### src/rtl/tdr_pkg.sv
// shared constants, codes and queue entry type for the dfa recognizer
`timescale 1ns / 1ps

package tdr_pkg;

  // default automaton size
  localparam int NUM_STATES_DEF  = 64;
  localparam int NUM_LETTERS_DEF = 16;

  // field widths
  localparam int CMD_W     = 3;
  localparam int STATE_W   = 6;
  localparam int LETTER_W  = 4;
  localparam int BYTE_W    = 8;
  localparam int VERDICT_W = 2;

  localparam int BYTE_VALUES = 256;

  // request commands
  localparam logic [CMD_W-1:0] CMD_LOAD_TRANS  = 3'd0;
  localparam logic [CMD_W-1:0] CMD_LOAD_LETTER = 3'd1;
  localparam logic [CMD_W-1:0] CMD_SET_ACCEPT  = 3'd2;
  localparam logic [CMD_W-1:0] CMD_SYMBOL      = 3'd3;
  localparam logic [CMD_W-1:0] CMD_END_WORD    = 3'd4;

  // operations handed from front to back
  localparam logic [1:0] OP_TRANS  = 2'd0;
  localparam logic [1:0] OP_ACCEPT = 2'd1;
  localparam logic [1:0] OP_SYMBOL = 2'd2;
  localparam logic [1:0] OP_END    = 2'd3;

  // verdict codes
  localparam logic [VERDICT_W-1:0] VERDICT_ACCEPT   = 2'd0;
  localparam logic [VERDICT_W-1:0] VERDICT_REJECT   = 2'd1;
  localparam logic [VERDICT_W-1:0] VERDICT_BAD_CHAR = 2'd2;

  // queue between front and back, power of two
  localparam int QUEUE_DEPTH = 4;

  // register port
  localparam int APB_ADDR_W = 3;
  localparam int APB_DATA_W = 32;
  localparam logic REG_START_STATE = 1'b0;

  typedef struct packed {
    logic [1:0]          op;
    logic                sym_ok;
    logic [STATE_W-1:0]  state_sel;
    logic [LETTER_W-1:0] letter;
    logic [STATE_W-1:0]  target_state;
    logic                target_valid;
    logic                accept_flag;
    logic [BYTE_W-1:0]   char_code;
  } q_entry_t;

  typedef struct packed {
    logic               wr;
    logic [STATE_W-1:0] wr_value;
    logic [STATE_W-1:0] start;
  } cfg_t;

endpackage

### src/rtl/tdr_front.sv
// front end: takes requests, maps bytes to letters, filters loads
`timescale 1ns / 1ps

module tdr_front #(
  parameter int NUM_STATES  = tdr_pkg::NUM_STATES_DEF,
  parameter int NUM_LETTERS = tdr_pkg::NUM_LETTERS_DEF
) (
  input  logic                         clk,
  input  logic                         rst,
  input  logic                         in_valid,
  output logic                         in_ready,
  input  logic [tdr_pkg::CMD_W-1:0]    command,
  input  logic [tdr_pkg::STATE_W-1:0]  state_sel,
  input  logic [tdr_pkg::LETTER_W-1:0] letter_sel,
  input  logic [tdr_pkg::STATE_W-1:0]  target_state,
  input  logic                         target_valid,
  input  logic                         accept_flag,
  input  logic [tdr_pkg::BYTE_W-1:0]   char_code,
  input  logic                         clearing,
  output logic                         q_push,
  output tdr_pkg::q_entry_t            q_entry,
  input  logic                         q_ready
);
  import tdr_pkg::*;

  logic [LETTER_W-1:0]    lmem [BYTE_VALUES];
  logic [BYTE_VALUES-1:0] lvalid;
  logic [LETTER_W-1:0]    lm_rdata;
  logic                   f_valid;
  q_entry_t               f_entry;
  logic                   accept;
  logic                   keep;
  logic                   letter_ok;
  logic                   state_ok;
  logic                   lm_we;
  logic [1:0]             op_next;

  assign in_ready  = !clearing && (!f_valid || q_ready);
  assign accept    = in_valid && in_ready;
  assign letter_ok = 32'(letter_sel) < 32'(NUM_LETTERS);
  assign state_ok  = 32'(state_sel) < 32'(NUM_STATES);
  // first letter given for a byte wins
  assign lm_we = accept && (command == CMD_LOAD_LETTER) && letter_ok && !lvalid[char_code];

  always_comb begin
    keep    = 1'b0;
    op_next = OP_TRANS;
    case (command)
      CMD_LOAD_TRANS: begin
        keep    = state_ok && letter_ok;
        op_next = OP_TRANS;
      end
      CMD_SET_ACCEPT: begin
        keep    = state_ok;
        op_next = OP_ACCEPT;
      end
      CMD_SYMBOL: begin
        keep    = 1'b1;
        op_next = OP_SYMBOL;
      end
      CMD_END_WORD: begin
        keep    = 1'b1;
        op_next = OP_END;
      end
      default: begin
        keep    = 1'b0;
        op_next = OP_TRANS;
      end
    endcase
  end

  always_ff @(posedge clk) begin
    if (rst) begin
      f_valid <= 1'b0;
      lvalid  <= '0;
    end else begin
      if (accept) begin
        f_valid <= keep;
      end else if (q_push) begin
        f_valid <= 1'b0;
      end
      if (lm_we) begin
        lvalid[char_code] <= 1'b1;
      end
    end
  end

  always_ff @(posedge clk) begin
    if (accept) begin
      f_entry.op           <= op_next;
      f_entry.sym_ok       <= lvalid[char_code];
      f_entry.state_sel    <= state_sel;
      f_entry.letter       <= letter_sel;
      f_entry.target_state <= target_state;
      f_entry.target_valid <= target_valid;
      f_entry.accept_flag  <= accept_flag;
      f_entry.char_code    <= char_code;
    end
  end

  // letter map, read data held while the front stalls
  always_ff @(posedge clk) begin
    if (lm_we) begin
      lmem[char_code] <= letter_sel;
    end
    if (accept) begin
      lm_rdata <= lmem[char_code];
    end
  end

  assign q_push = f_valid && q_ready;

  always_comb begin
    q_entry = f_entry;
    if (f_entry.op == OP_SYMBOL) begin
      q_entry.letter = lm_rdata;
    end
  end

endmodule

### config.mk
export PLATFORM = sky130hd
export DESIGN_NAME = tdr_front
export DESIGN_NICKNAME = d
export VERILOG_FILES = /design/src/rtl/tdr_pkg.sv /design/src/rtl/tdr_front.sv
export SDC_FILE = /design/constraint.sdc
export NUM_CORES = 2
export LEC_CHECK = 0
export BUFFER_PORTS_ARGS = -buffer_cell sky130_fd_sc_hd__buf_2
export CORE_UTILIZATION = 30
export CTS_CLUSTER_SIZE = 16
export DETAILED_ROUTE_END_ITERATION = 10
export PLACE_DENSITY = 0.42
export REMOVE_ABC_BUFFERS = 1
export SETUP_SLACK_MARGIN = 0.15
export SLEW_MARGIN = 5
export SYNTH_ARGS = -nofsm -noshare
export SYNTH_HDL_FRONTEND = slang
export SYNTH_SLANG_ARGS = --single-unit
### constraint.sdc
create_clock -name clk -period 4.9 [get_ports clk]
set_clock_uncertainty 0.2 [all_clocks]
set_input_delay 0.49 -clock clk [delete_from_list [all_inputs] [get_ports clk]]
set_output_delay 0.49 -clock clk [all_outputs]
set_load 0.1 [all_outputs]
# Word level (Yosys, flattened, before mapping)
# Memories as Yosys holds them, arrays and structs flattened. A register that Yosys moved wholly into a read port is not among the register bits.
# Index checks and enable logic that the tools add are counted.
# word_totals
ram_bits,1024
n_memories,1
ff_bits,286
elab_cells,43
input_bits,34
out_inout_bits,31
# memory_table
memory,depth,word_bits,read_ports,rd_ports_with_merged_regs,wr,line_no,rtl
lmem,256,4,1,1,1,tdr_front.sv:26,logic [LETTER_W-1:0] lmem [BYTE_VALUES];
# op_classes
bitwise,1
n_mux,11
magnitude_cmp,2
reduce_logical,13
eq_ne,5
# ops
op,n
256-bit OR,1
8-bit by 9-bit less-than comparator with 1-bit output (second input constant),1
1-bit binary-select mux with 8-bit select,1
1-bit demux with 8-bit select,1
8-bit by 1-bit >= comparator with 1-bit output (second input constant),1
1-bit two-way mux,7
3-bit by 2-bit equality test with 1-bit output (second input constant),2
1-bit logical AND,6
2-bit one-hot mux with 3 select lines,1
4-bit two-way mux,1
4-bit OR reduction,1
3-bit by 1-bit equality test with 1-bit output (second input constant),1
3-bit equality test (second input constant),1
1-bit zero test,3
3-bit zero test,1
2-bit equality test (second input constant),1
2-bit nonzero test,1
1-bit logical OR,1

# Logic depth before layout (Yosys ltp)
# depth
depth_word,8
ltp_mapped,15
depth_no_buf,8

# Worst setup path before layout
# Ideal clock, no wire load.
# synth_path
kind,input -> register
start,in q_ready
end,"mem lmem[206][0], enable pin"
arrival_ps,4256
path_buffers,2
path_slack_ps,77
path_stages,9
setup_time_ps,367
required_time_ps,4333
cell_sequence,nor2b_1 > nor2_1 > and2_1 > nand3_1 > nor3_1 > a21oi_2 > buf_4 > buf_4 > nor3b_1
# synth_between
elab_chain_cells,7
# synth_lines
item,line_no,rtl
start: declaration,tdr_front.sv:22,input logic q_ready
1-bit logical OR,tdr_front.sv:38,assign in_ready = !clearing && (!f_valid || q_ready);
1-bit logical AND,tdr_front.sv:38,
via in_ready,tdr_front.sv:11,"output logic in_ready,"
1-bit logical AND,tdr_front.sv:39,assign accept = in_valid && in_ready;
via accept,tdr_front.sv:31,logic accept;
1-bit logical AND (2 in series),tdr_front.sv:43,assign lm_we = accept && (command == CMD_LOAD_LETTER) && letter_ok && !lvalid[char_code];
1-bit two-way mux,tdr_front.sv:103,if (lm_we) begin
1-bit two-way mux (not written as such),tdr_front.sv:104,lmem[char_code] <= letter_sel;
end: declaration,tdr_front.sv:26,
# The timed path passes the listed nets, and every way through them passes these cells.

# Worst setup path in the final report
# layout_path
start,in char_code[1] (netlist bit)
end,"mem lmem[124][0], enable pin"
# layout_between
elab_chain_cells,6
# layout_lines
item,line_no,rtl
start: declaration,tdr_front.sv:18,"input logic [tdr_pkg::BYTE_W-1:0] char_code,"
1-bit binary-select mux with 8-bit select,tdr_front.sv:43,
1-bit two-way mux (not written as such),tdr_front.sv:43,
1-bit zero test,tdr_front.sv:43,
1-bit logical AND,tdr_front.sv:43,
1-bit two-way mux,tdr_front.sv:103,
1-bit two-way mux (not written as such),tdr_front.sv:104,
# Several ways; a longest one is shown, not always the timed one. The select of a mux whose other input is x is not followed.

==> tab_implementation.tex <==
\begin{tabular}{lr}
\hline
Metric & Value \\
\hline
\multicolumn{2}{l}{\textbf{Timing}} \\
\quad Minimum period implied by the final worst setup slack & 3.87 ns \\
\quad Fmax & approximately 260 MHz \\
\quad Setup Viol. Count Final & 0 \\
\quad Min Hold Slack & 0.0463 ns \\
\quad RSZ-0062 raised after global routing & no \\
\quad Headroom to the max-slew limit & a little under a tenth \\
\quad Slew at the pin closest to its max-slew limit & 1.35 ns \\
\quad Count of final max-slew check failures & 0 \\
\quad Final clock period utilization by the worst path & 79.0\% \\
\quad Final worst setup slack & 1.03 ns \\
\quad Number of failing hold endpoints at the final stage & 0 \\
\multicolumn{2}{l}{\textbf{Logic synthesis}} \\
\quad Fraction of synthesized cell area taken by the top area cell type & 59.6\% \\
\quad Number of different library cells in the post-synthesis netlist & 52 \\
\quad Sequential share of the synthesized area & between 60\% and 70\% \\
\quad Post-synth top area cell & edfxtp\_1 \\
\quad Top area cells in the synthesized netlist & edfxtp\_1 60\%, mux4\_2 15\%, dfxtp\_1 9.7\% \\
\quad Mean instance size in the synthesized netlist & 17.6 µm² \\
\quad Leading register cell type out of synthesis & edfxtp\_1 \\
\quad Count of warnings emitted by yosys & 0 \\
\quad Count of state elements after synthesis & 1314 \\
\quad Async set-reset flop share out of synthesis & 0\% \\
\quad Post-synth design cell area & around 0.053 mm² \\
\quad Instance count of the mapped netlist & a little over 3000 \\
\quad Number of enable-type register cells in the synthesized netlist & 1057 \\
\multicolumn{2}{l}{\textbf{Pwr}} \\
\quad Peak VDD IR & 0.256 mV \\
\quad Power per Cell Area & $\sim$400 mW/mm² \\
\quad Lkg Pwr & approximately 18 nW \\
\multicolumn{2}{l}{\textbf{Drt}} \\
\quad DR pass1 iterations & 11 \\
\quad Vias per Instance & 5.13 \\
\quad Routed WL & 145000 µm \\
\quad DRC marker count from the first detailed-route iteration & 2443 \\
\quad Detail-routed net length per standard cell & 26.1 µm \\
\quad DRC violations left & 40 \\
\quad ANT nets after route & 0 \\
\quad Total number of vias & 28600 \\
\multicolumn{2}{l}{\textbf{GRT}} \\
\quad GRT Overall Usage & 16.2\% \\
\quad Global-route congestion overflow total & 0 \\
\quad Maximum number of pins on one net before global-route repair & 224 \\
\quad Number of antenna violations at the first check in global routing & 6 \\
\quad Vias in the first global route & just over 30000 \\
\quad Wire length of the first global-routing pass & between 200000 and 250000 µm \\
\multicolumn{2}{l}{\textbf{Layout}} \\
\quad Layout filler cell count & 16500 \\
\quad Footprint of the flip-flops and latches & approximately 0.037 mm² \\
\quad Core Util, Final & about a third \\
\quad Multi-input combinational cell area & 0.0140 mm² \\
\quad Share of post-route cells with drive strength above 1 & 24.5\% \\
\quad Final layout net count & 3151 \\
\quad Area grow syn2layout & 15.2\% \\
\multicolumn{2}{l}{\textbf{Critical path}} \\
\quad Endpoint type of the worst setup path & register \\
\quad Destination of the critical timing path & lmem[124][0] \\
\quad Crit-path max FO & 32 \\
\quad Worst path max stage delay & 0.73 ns \\
\quad Endpoint of the lowest-slack register-to-register path & lmem[124][0] \\
\quad Ordered cell list for the critical path & buf\_8 -> buf\_12 -> mux4\_2 -> mux4\_2 -> nor2b\_1 -> o311ai\_1 -> inv\_2 -> a21oi\_4 -> buf\_12 -> nor3b\_1 \\
\quad Worst reg2reg path depth & 9 \\
\quad Reg-to-reg slack, setup & around 1.1 ns \\
\quad Arrival time at the worst endpoint & 4.06 ns \\
\quad Number of stages on the worst setup path & 10 \\
\quad Gate family responsible for the most delay along the worst path & buffers and inverters \\
\quad Crit-path slowest cell & nor3b\_1 \\
\quad CP bufs+invs & 4 \\
\quad Crit start category & input port \\
\quad Critical path launch point & char\_code[1] \\
\quad Worst r2r src & lvalid[255] \\
\quad Worst path required time & between 5 and 6 ns \\
\quad Worst Setup Path Type & in2reg \\
\multicolumn{2}{l}{\textbf{Die}} \\
\quad Number of I/O pins & 65 \\
\quad Die Wd & 423 µm \\
\quad Initial core utilization & 30.2\% \\
\quad Row cnt & about 150 \\
\quad Total Die Area & around 0.18 mm² \\
\quad Height of the chip & 423 µm \\
\quad Placeable core area & 0.176 mm² \\
\multicolumn{2}{l}{\textbf{Clock tree}} \\
\quad Clock net sink count & 1314 \\
\quad Number of gates resized after CTS & 0 \\
\quad TritonCTS clock tree & done \\
\quad Num CTS Buffers & 147 \\
\quad Cts-stage hold buffer count & 25 \\
\quad CTS Root Cell & clkbuf\_16 \\
\quad CTS clock-pin slew for the worst setup and hold paths & 0.06 ns \\
\quad Post CTS Setup Buffer Count & 0 \\
\quad Level count of the clock H-tree & 4 \\
\quad Later-pin clock latency in the skew report & 0.79 ns \\
\quad CTS max path bufs & 3 \\
\multicolumn{2}{l}{\textbf{Run}} \\
\quad Max-cap viol count & 0 \\
\multicolumn{2}{l}{\textbf{Place}} \\
\quad Quantity of I/O buffers inserted on ports & 64 \\
\quad Post-placement worst setup slack & 0.174 ns \\
\quad Final estimated routing congestion in global placement & slightly below 0.8 \\
\quad Sum of net half-perimeters after detailed placement & 90900 µm \\
\multicolumn{2}{l}{\textbf{Status}} \\
\quad Result of the run & finished, violations left \\
\quad Failing checks & DRC \\
\multicolumn{2}{l}{\textbf{Worst hold path}} \\
\quad Worst min-delay path category & in2reg \\
\quad Worst hold stages & 2 \\
\hline
\end{tabular}
## worst min path at each step
stage / startpoint / endpoint / slack [ns]
final: letter_sel[3] / lmem[127][3] / 0.05
after global routing: letter_sel[2] / lmem[125][2] / 0.05
after CTS: letter_sel[2] / lmem[125][2] / 0.03
after detailed placement: lvalid[120] / lvalid[120] / 0.24
after global placement: lvalid[187] / lvalid[187] / 0.24
after floorplan: lvalid[104] / lvalid[104] / 0.23
## power by group
part / leakage [nW] / internal [W] / switching, W
combinational: 4.47 / 0.000454 / 0.000871
clock: 2.38 / 0.00636 / 0.00462
sequential: 11.6 / 0.0121 / 0.00000413
total: 18.4 / 0.0189 / 0.00550
## kinds of logic after synthesis
logic type      share of synthesized area [%]
mux                                      16.5
buf+inv                                  4.61
compound gates                           5.04
flops                                    69.2
simple gates                             4.61
## sequential cells by signal, indices dropped and copies added, names as in the netlist
| name | count |
|---|---|
| f_entry | 4 |
| lm_rdata | 4 |
| q_entry | 25 |
| lmem | 1024 |
| lvalid | 256 |
| f_valid | 1 |
## routing by layer
| layer | GRT usage, % | routed length (µm) | up-vias |
|---|---|---|---|
| met1 | 22.0 | 64400 | 15300 |
| met2 | 26.8 | 71500 | 758 |
| met4 | 4.57 | 3250 | 2 |
| met5 | 0 | 11 | - |
| met3 | 2.43 | 6150 | 194 |
| li1 | - | - | 12400 |
## cell usage in the layout, fill, tap and decap left out, drive strengths merged, types with 84 or more instances in the layout
cell type and n:
clkbuf 188, mux4 364, dfxtp 257, nor3 142
o22ai 130, nor3b 129, edfxtp 1057, nand2 84
buf 167, inv 271, o32ai 128
## synthesized netlist by cell type, types with 3 or more instances
master and count:
edfxtp_1 1057, mux4_2 364, inv_1 259, dfxtp_1 257
nor3_1 140, o22ai_1 130, nor3b_1 129, o32ai_1 115
clkbuf_1 94, nand2_1 84, buf_2 66, buf_4 65
mux2i_1 52, a22oi_1 38, nor2_1 25, buf_6 22
nand3_1 14, buf_1 13, nor2b_1 13, o32ai_2 13
a21oi_1 11, nand2b_1 10, mux2_2 8, and2_1 5
a211oi_1 4, a221oi_1 4, a22o_1 4, o211ai_1 4
a31oi_1 3, nand4_1 3
## area by class of cell
class                           count  area share [%]
Antenna cell                        1         0.00408
Clock buffer                      187            6.52
Clock inverter                     83            1.32
Inverter                          260            1.59
Multi-Input combinational cell   1201            22.8
Sequential cell                  1314            60.1
Tap cell                         2340            4.77
Timing Repair Buffer              193            2.95
## through the flow
step	instance area, µm²	setup TNS [ns]	cells	total power [W]
after global placement	56300	0	5283	0.0136
after global routing	61400	0	5578	0.0251
final	61400	0	5579	0.0244
after CTS	61400	0	5578	0.0247
after detailed placement	56300	0	5283	0.0136
after floorplan	51800	-2661.08	2775	0.0128
(Power assumes the default switching activity.)
