[config.mk]
export PLATFORM = sky130hd
export DESIGN_NAME = tdr_queue
export DESIGN_NICKNAME = d
export VERILOG_FILES = /design/src/rtl/tdr_pkg.sv /design/src/rtl/tdr_queue.sv
export SDC_FILE = /design/constraint.sdc
export NUM_CORES = 1
export LEC_CHECK = 0
export ABC_AREA = 0
export BUFFER_PORTS_ARGS = -buffer_cell sky130_fd_sc_hd__buf_2
export CORE_MARGIN = 5
export CORE_UTILIZATION = 56
export CTS_CLUSTER_DIAMETER = 50
export DETAILED_ROUTE_END_ITERATION = 7
export GPL_TIMING_DRIVEN = 0
export PLACE_DENSITY_LB_ADDON = 0.25
export SYNTH_ARGS = -nofsm -noshare
export SYNTH_HDL_FRONTEND = slang
export SYNTH_SLANG_ARGS = --single-unit
[constraint.sdc]
create_clock -name clk -period 2.3 [get_ports clk]
set_input_delay 0.345 -clock clk [delete_from_list [all_inputs] [get_ports clk]]
set_output_delay 0.345 -clock clk [all_outputs]
set_load 0.02 [all_outputs]
[src/rtl/tdr_pkg.sv]
// shared constants, codes and queue entry type for the dfa recognizer
`timescale 1ns / 1ps

package tdr_pkg;

  // default automaton size
  localparam int NUM_STATES_DEF  = 64;
  localparam int NUM_LETTERS_DEF = 16;

  // field widths
  localparam int CMD_W     = 3;
  localparam int STATE_W   = 6;
  localparam int LETTER_W  = 4;
  localparam int BYTE_W    = 8;
  localparam int VERDICT_W = 2;

  localparam int BYTE_VALUES = 256;

  // request commands
  localparam logic [CMD_W-1:0] CMD_LOAD_TRANS  = 3'd0;
  localparam logic [CMD_W-1:0] CMD_LOAD_LETTER = 3'd1;
  localparam logic [CMD_W-1:0] CMD_SET_ACCEPT  = 3'd2;
  localparam logic [CMD_W-1:0] CMD_SYMBOL      = 3'd3;
  localparam logic [CMD_W-1:0] CMD_END_WORD    = 3'd4;

  // operations handed from front to back
  localparam logic [1:0] OP_TRANS  = 2'd0;
  localparam logic [1:0] OP_ACCEPT = 2'd1;
  localparam logic [1:0] OP_SYMBOL = 2'd2;
  localparam logic [1:0] OP_END    = 2'd3;

  // verdict codes
  localparam logic [VERDICT_W-1:0] VERDICT_ACCEPT   = 2'd0;
  localparam logic [VERDICT_W-1:0] VERDICT_REJECT   = 2'd1;
  localparam logic [VERDICT_W-1:0] VERDICT_BAD_CHAR = 2'd2;

  // queue between front and back, power of two
  localparam int QUEUE_DEPTH = 4;

  // register port
  localparam int APB_ADDR_W = 3;
  localparam int APB_DATA_W = 32;
  localparam logic REG_START_STATE = 1'b0;

  typedef struct packed {
    logic [1:0]          op;
    logic                sym_ok;
    logic [STATE_W-1:0]  state_sel;
    logic [LETTER_W-1:0] letter;
    logic [STATE_W-1:0]  target_state;
    logic                target_valid;
    logic                accept_flag;
    logic [BYTE_W-1:0]   char_code;
  } q_entry_t;

  typedef struct packed {
    logic               wr;
    logic [STATE_W-1:0] wr_value;
    logic [STATE_W-1:0] start;
  } cfg_t;

endpackage

[src/rtl/tdr_queue.sv]
// small fifo of classified operations between front and back
`timescale 1ns / 1ps

module tdr_queue (
  input  logic              clk,
  input  logic              rst,
  input  logic              push,
  input  tdr_pkg::q_entry_t push_entry,
  output logic              push_ready,
  input  logic              pop,
  output logic              pop_valid,
  output tdr_pkg::q_entry_t pop_entry
);
  import tdr_pkg::*;

  localparam int PTR_W = $clog2(QUEUE_DEPTH);
  localparam int CNT_W = $clog2(QUEUE_DEPTH + 1);

  q_entry_t           slots [QUEUE_DEPTH];
  logic [PTR_W-1:0]   wr_ptr;
  logic [PTR_W-1:0]   rd_ptr;
  logic [CNT_W-1:0]   count;

  assign push_ready = count != CNT_W'(QUEUE_DEPTH);
  assign pop_valid  = count != '0;
  assign pop_entry  = slots[rd_ptr];

  // pointers wrap naturally, depth is a power of two
  always_ff @(posedge clk) begin
    if (rst) begin
      wr_ptr <= '0;
      rd_ptr <= '0;
      count  <= '0;
    end else begin
      if (push) begin
        wr_ptr <= wr_ptr + 1'b1;
      end
      if (pop) begin
        rd_ptr <= rd_ptr + 1'b1;
      end
      case ({push, pop})
        2'b10:   count <= count + 1'b1;
        2'b01:   count <= count - 1'b1;
        default: count <= count;
      endcase
    end
  end

  always_ff @(posedge clk) begin
    if (push) begin
      slots[wr_ptr] <= push_entry;
    end
  end

endmodule

======== Word-level counts from Yosys, hierarchy flattened ========
Memory sizes are Yosys's and may differ from the RTL's. A register that Yosys moved wholly into a read port is not among the register bits.
Cells that the tools add are included.
W data, S select, Z words.
word-level totals
  output and inout port bits .............. 31
  RAM bits ................................ 116
  register bits ........................... 7
  bits of input ports ..................... 33
  memories ................................ 1
  word-level logic and storage cells ...... 18
memories
  name   words  bits a word  read ports  clocked after Yosys merged registers in  write ports  line             RTL
  slots  4      29           1           1                                        1            tdr_queue.sv:19  q_entry_t slots [QUEUE_DEPTH];
operators by class
  equality and inequality tests ........... 3
  add/sub/neg operators ................... 4
  reduce and logical (&&, ||, !) cells .... 2
  multiplexer cells ....................... 5
operator list
  operator               count
  $pmux W3 S2            1
  $add A2 B1 Y2 const B  2
  $mux W2                2
  $add A3 B1 Y3 const B  1
  $ne A3 B3 Y1 const B   1
  $reduce_bool A3 Y1     1
  $sub A3 B1 Y3 const B  1
  $eq A2 B1 Y1 const B   1
  $eq A2 B2 Y1 const B   1
  $mux W1                2
  $reduce_bool A2 Y1     1

======== Logic depth before layout (Yosys ltp) ========
Gate-level depths: netlist of run 1.
  depth in word-level cells ............... 3
  gate-level depth with buffers ........... 7
  depth with buffers taken out ............ 7

======== Least setup slack after synthesis of run 1 ========
No wires, ideal clock.
  kind .................................... register to register
  start point ............................. reg wr_ptr[0]
  end point ............................... mem slots[2][0] in the netlist's numbering, enable pin
  cell stages (with the launch flop) ...... 4
  data required time ...................... 1.911 ns
  setup time .............................. 0.389 ns
  buffers on the path ..................... 0
  data arrival time ....................... 1.265 ns
  period minus slack after synthesis ...... 1.653 ns
  path slack .............................. 0.647 ns
  path through ............................ dfxtp_1 > inv_1 > ha_1 > and2_1
RTL lines
  what                    line             RTL
  start, declared         tdr_queue.sv:20  logic [PTR_W-1:0] wr_ptr;
  start signal, assigned  tdr_queue.sv:36  wr_ptr <= wr_ptr + 1'b1;
  end, declared           tdr_queue.sv:19
Straight into the memory's write port.

==> results.txt, run 1 <==
static leakage -> 0.00201 uW
Synth Flop Type -> edfxtp_1
core area -> 8130 sq um
Max Cap Viol -> 0
DR WL/cell -> 19.8 microns
Routability Congestion -> 0.681
FMAX -> 455 MHz
WP data arrival -> 1.85 ns
top cell type's share of synthesized area -> 75.3%
io pins -> 64
router iterations before antenna repair -> 4
DRC viols -> 0
post-synthesis sequential area ratio -> 79.2%
cell row count -> 33
combinational share of power -> 9.2%
Post-synth EDFFs -> 116
RSZ-0062 raised after global routing -> no
cell with the most instances after synthesis -> edfxtp_1
Worst-path clk slew -> 0.05 ns
Critical Path Fanout Max -> 10
max-slew violation count -> 0
Hold Buf Count CTS -> 0
Buffers on Ports -> 62
Mapped Cells -> 198
slowest library cell on the worst path -> mux4_2
CP Capture Type -> primary output
Setup TNS Final -> 0 ns
Worst path max stage delay -> 0.57 ns
Overall Power -> 6050 uW
Synthesized Nets -> 237
fin crit share -> 95.5%
clk root buf -> clkbuf_8
part of the power in the clock network -> 47.0%
Die W -> 101 microns
Synth Register Bits -> 125
fin crit period -> 2.20 ns
GRT overflow -> 0
die extent in y -> 101 microns
initial antenna violation count -> 0
total CTS buffers -> 17
initial detailed-routing violation count -> 117
first-pass GRT wire length -> 12500 microns
vias after detailed routing -> 2168
H-tree levels -> 4
Pint -> 4810 uW
clk_skew -> 0.00461 ns
die area -> 10200 sq um
layout cells sized above 1 -> 44.3%
status -> completed
clock buffer depth -> 2
Buf+Inv Stages, Crit Path -> 2
clock latency on the worst-skew pair -> 0.50 ns
area grow syn2layout -> 23.4%
switch share -> 20.5%
Synth cell types -> 22
Final nets -> 317
final wirelength -> 7820 microns
final setup vio count -> 0
Synth Cell Area -> 4630 sq um
Initial Util -> 56.9%
Hold Vio Cnt, Final -> 0
Hold Path Class -> primary input to register
PostCTS Resize Cnt -> 4
Post-CTS Setup Bufs -> 0
worst-path cell chain -> buf_4 -> mux4_2 -> buf_2
largest net degree at the start of global routing -> 30
remaining antenna violation count -> 0
PD cells -> 1060 nW/um^2
Setup CP Type -> register to primary output
Clock Sinks -> 125
Filler Cell Count -> 483
VDD IR max -> 0.682 mV
Total Routing Usage GR -> 17.1%
Ant. Diodes -> 0
Psw -> 1240 uW
via density per instance -> 5.47
syn_area_per_cell -> 23.4 sq um
worst-margin pin slew -> 0.814 ns
synth warn -> 0
register share of total power -> 43.7%
number of global-route vias before repair -> 2442
DP HPWL -> 4570 microns
TritonCTS clock tree -> built
FFs w/ async S/R, synth -> 0%
Worst slew margin -> 45.7%
Synth area leaders -> edfxtp_1 (75%), mux4_2 (14%), dfxtp_1 (3.9%)
Crit path max-delay family -> multiplexers
post-synth top area cell -> edfxtp_1
Commonest cells post-synth -> edfxtp_1 (116), mux4_2 (28), dfxtp_1 (9)
Worst Path Required -> 1.96 ns
CP startpoint kind -> register
==> metal layers <==
metal	track usage, %	vias up	wire length [microns]
met2	28.7	54	4170
met5	0	-	0
met4	6.13	0	86
met3	6.09	9	377
li1	-	980	-
met1	20.7	1125	3190
==> power by group through the flow <==
stage / sequential, uW / combinational (uW) / clock, uW
after floorplan: 2680 / 382 / 0
after global placement: 2680 / 558 / 0
after detailed placement: 2690 / 570 / 0
after CTS: 2650 / 578 / 2890
after global routing: 2650 / 607 / 3000
final: 2640 / 558 / 2840
==> placed cells by master (no fill, tap or decap), types with 5 or more instances in the layout <==
cell type	count
inv_1	6
edfxtp_1	116
dfxtp_1	8
mux4_2	28
ha_1	5
bufinv_16	6
buf_2	62
nor2_1	8
clkbuf_16	16
==> worst paths after layout <==
path | start | end | slack, ns | cells after the start
setup / recovery | register | pop_entry[1] | 0.10 | 3
hold / removal | push_entry[13] | slots[0][13]$_DFFE_PP_ | 0.05 | 1
setup reg to reg | wr_ptr[0]$_SDFFE_PP0P_ | slots[2][4]$_DFFE_PP_ | 0.67 | 3
hold reg to reg | count[1]$_SDFFE_PP0P_ | count[1]$_SDFFE_PP0P_ | 0.51 | 2
==> stage by stage <==
step | utilization [%] | setup WS [ns] | instance area, sq um | hold slack, ns | std cells
2_1_floorplan | - | 0.647 | 4630 | 0.444 | 198
3_3_place_gp | 62.3 | 0.119 | 5070 | 0.488 | 365
3_5_place_dp | 62.4 | 0.442 | 5070 | 0.506 | 365
4_1_cts | 70.4 | 0.0321 | 5720 | 0.0234 | 397
5_1_grt | 70.2 | 0.0210 | 5710 | 0.0364 | 396
6_report | 70.2 | 0.103 | 5710 | 0.0533 | 396
==> state kept, by name (all words and copies together) (netlist names), named ones only <==
name    flops
wr_ptr      2
slots     116
count       3
rd_ptr      2
==> area by class of cell <==
class / instances / area, sq um / area share, %
Tap cell: 105 / 131 / 2.30
Timing Repair Buffer: 62 / 310 / 5.43
Clock buffer: 19 / 422 / 7.38
Clock inverter: 13 / 220 / 3.86
Inverter: 6 / 22.5 / 0.394
Multi-Input combinational cell: 60 / 890 / 15.6
Sequential cell: 125 / 3660 / 64.2
Buffer: 6 / 51.3 / 0.898
==> logic make-up after synthesis <==
kind of cell | share of synthesized area, %
flops | 79.2
mux | 14.4
simple gates | 1.65
buf+inv | 1.70
fa+ha+maj | 1.78
xor+xnor | 0.947
compound gates | 0.324
(Power assumes the default switching activity.)
==> run 2, diff against run 1 <==
--- a/config.mk
+++ b/config.mk
@@ -7,12 +7,14 @@
 export LEC_CHECK = 0
 export ABC_AREA = 0
 export BUFFER_PORTS_ARGS = -buffer_cell sky130_fd_sc_hd__buf_2
+export CORE_ASPECT_RATIO = 0.8
 export CORE_MARGIN = 5
 export CORE_UTILIZATION = 56
 export CTS_CLUSTER_DIAMETER = 50
 export DETAILED_ROUTE_END_ITERATION = 7
 export GPL_TIMING_DRIVEN = 0
 export PLACE_DENSITY_LB_ADDON = 0.25
+export RECOVER_POWER = 25
 export SYNTH_ARGS = -nofsm -noshare
 export SYNTH_HDL_FRONTEND = slang
 export SYNTH_SLANG_ARGS = --single-unit
==> run 2 against run 1 <==
  * Core utilization is 1.0 points higher
  * Setup slack worse by 0.0010 ns
  * Global-route usage is 0.43 points lower
  * Critical path type unchanged
  * Critical endpoint is now pop_entry[11]
==> results.txt, run 2 (same netlist as run 1, synthesis figures left out) <==
status -> completed
cell row count -> 29 (-12%)
VDD IR max -> 0.603 mV (-12%)
via density per instance -> 5.31 (-3.1%)
initial detailed-routing violation count -> 101 (-14%)
CP Capture Type -> primary output
area grow syn2layout -> 22.9%
leading cell type in the layout, fill and taps excluded -> edfxtp_1
Routability Congestion -> 0.671 (-1.4%)
Hold Vio Cnt, Final -> 0 (unchanged)
Final nets -> 318 (+0.32%)
WP data arrival -> 1.85 ns (about the same)
DP HPWL -> 4530 microns (-0.80%)
hold path startpoint -> push_entry[20]
fin crit share -> 95.6% (about the same)
final setup vio count -> 0 (unchanged)
PD cells -> 1050 nW/um^2 (-0.96%)
first-pass GRT wire length -> 12400 microns (-0.77%)
sequential standard cell area -> 3660 sq um (unchanged)
Filler Cell Count -> 503 (+4.1%)
Clock Sinks -> 125 (unchanged)
Initial Util -> 58.0% (+1.1 points)
pre-CTS WS -> 0.481 ns (+0.0389 ns)
Largest Register -> slots
flop2flop setup slack -> 0.67 ns (about the same)
number of global-route vias before repair -> 2324 (-4.8%)
Fin Hold WS -> 0.0562 ns (+0.00288 ns)
die extent in y -> 91.3 microns (-9.5%)
max-slew violation count -> 0 (unchanged)
fin crit period -> 2.20 ns (+0.00103 ns)
CP startpoint kind -> register
clock latency on the worst-skew pair -> 0.50 ns (about the same)
FMAX -> 455 MHz (about the same)
vias after detailed routing -> 2122 (-2.1%)
clock buffer depth -> 2 (unchanged)
largest registers -> slots: 116 flops, count: 3 flops
PostCTS Resize Cnt -> 1 (-3)
total CTS buffers -> 17 (unchanged)
Total Routing Usage GR -> 16.7% (-0.43 points)
reg-to-reg critical path startpoint -> wr_ptr[0]$_SDFFE_PP0P_
worst-path cell chain -> buf_12 -> buf_12 -> mux4_2 -> buf_2
die area -> 10200 sq um (+0.11%)
Critical Path Fanout Max -> 10 (unchanged)
Worst R2R End -> slots[3][11]$_DFFE_PP_
worst-margin pin slew -> 0.805 ns (-0.00934 ns)
hold path endpoint -> slots[3][20]$_DFFE_PP_
slowest library cell on the worst path -> mux4_2
static leakage -> 0.00195 uW (-3.1%)
remaining antenna violation count -> 0 (unchanged)
Hold Buf Count CTS -> 0 (unchanged)
post-route worst setup slack -> 0.102 ns (-0.00103 ns)
commonest non-fill, non-tap cells in the layout -> edfxtp_1 (116), buf_2 (42), mux4_2 (28)
Die W -> 112 microns (+11%)
Buffers on Ports -> 62 (unchanged)
H-tree levels -> 4 (unchanged)
DRC viols -> 0 (unchanged)
Worst path max stage delay -> 0.51 ns (-0.06 ns)
Setup CP Type -> register to primary output
Top cell by count, worst path -> buf_12
Post-CTS Setup Bufs -> 0 (unchanged)
final wirelength -> 7790 microns (-0.43%)
Worst slew margin -> 46.4% (+0.62 points)
layout cells sized above 1 -> 37.3% (-7.0 points)
Ant. Diodes -> 0 (unchanged)
Final Core Density -> 71.2% (+1.0 points)
largest net degree at the start of global routing -> 30 (unchanged)
io pins -> 64 (unchanged)
Multi-input gate area -> 890 sq um (unchanged)
GRT overflow -> 0 (unchanged)
worst hold stages -> 1 (unchanged)
Max Cap Viol -> 0 (unchanged)
Worst Path Required -> 1.96 ns (about the same)
DR WL/cell -> 19.5 microns (-1.4%)
clk_skew -> 0.00979 ns (+0.00518 ns)
Worst-path clk slew -> 0.06 ns (about the same)
router iterations before antenna repair -> 4 (unchanged)
core area -> 7980 sq um (-1.9%)
Setup TNS Final -> 0 ns (unchanged)
initial antenna violation count -> 0 (unchanged)
Largest register FFs -> 116 (unchanged)
Hold Path Class -> primary input to register
Overall Power -> 5960 uW (-1.4%)
worst reg2reg path depth -> 2 (-1)
clk root buf -> clkbuf_8
TritonCTS clock tree -> built
==> run 2: worst max-delay path by stage <==
stage | from | to | slack (ns) | cells after the start
2_1_floorplan | wr_ptr[0]$_SDFFE_PP0P_ | slots[2][0]$_DFFE_PP_ | 0.65 | 3
3_3_place_gp | wr_ptr[0]$_SDFFE_PP0P_ | slots[0][5]$_DFFE_PP_ | 0.15 | 3
3_5_place_dp | push | count[2]$_SDFFE_PP0P_ | 0.48 | 8
4_1_cts | register | pop_entry[2] | 0.006 | 4
5_1_grt | register | pop_entry[11] | -0.01 | 4
6_report | register | pop_entry[11] | 0.10 | 4
==> run 2: power breakdown <==
| part | internal, uW | switching [uW] |
|---|---|---|
| combinational | 234 | 328 |
| clock | 1850 | 902 |
| sequential | 2610 | 33.8 |
| total | 4700 | 1260 |
==> run 2: layout make-up <==
| class | count | share of cell area, % |
|---|---|---|
| inverter | 6 | 0.396 |
| buffer | 7 | 1.25 |
| tap | 108 | 2.38 |
| clock buffer | 19 | 7.41 |
| multi-input combinational | 60 | 15.6 |
| timing repair buffer | 62 | 5.02 |
| clock inverter | 13 | 3.45 |
| sequential | 125 | 64.4 |
==> run 2: worst max-delay path, delay by kind of cell, from the launching register on <==
| kind | cells | cell delay (ns) |
|---|---|---|
| mux | 1 | 0.51 |
| buf+inv | 3 | 0.48 |
| flops | 1 | 0.35 |
==> run 2: per-layer routing <==
layer  GRT usage [%]  up-vias  routed length [microns]
met5               0        -                        0
li1                -      976                        -
met1            20.3     1081                     3220
met4            5.98        0                       84
met2            26.5       56                     4070
met3            7.84        9                      417
==> run 2: metrics by stage <==
step	cells	instance area, sq um
2_1_floorplan	198	4630
3_3_place_gp	368	5070
3_5_place_dp	368	5080
4_1_cts	400	5700
5_1_grt	400	5690
6_report	400	5690
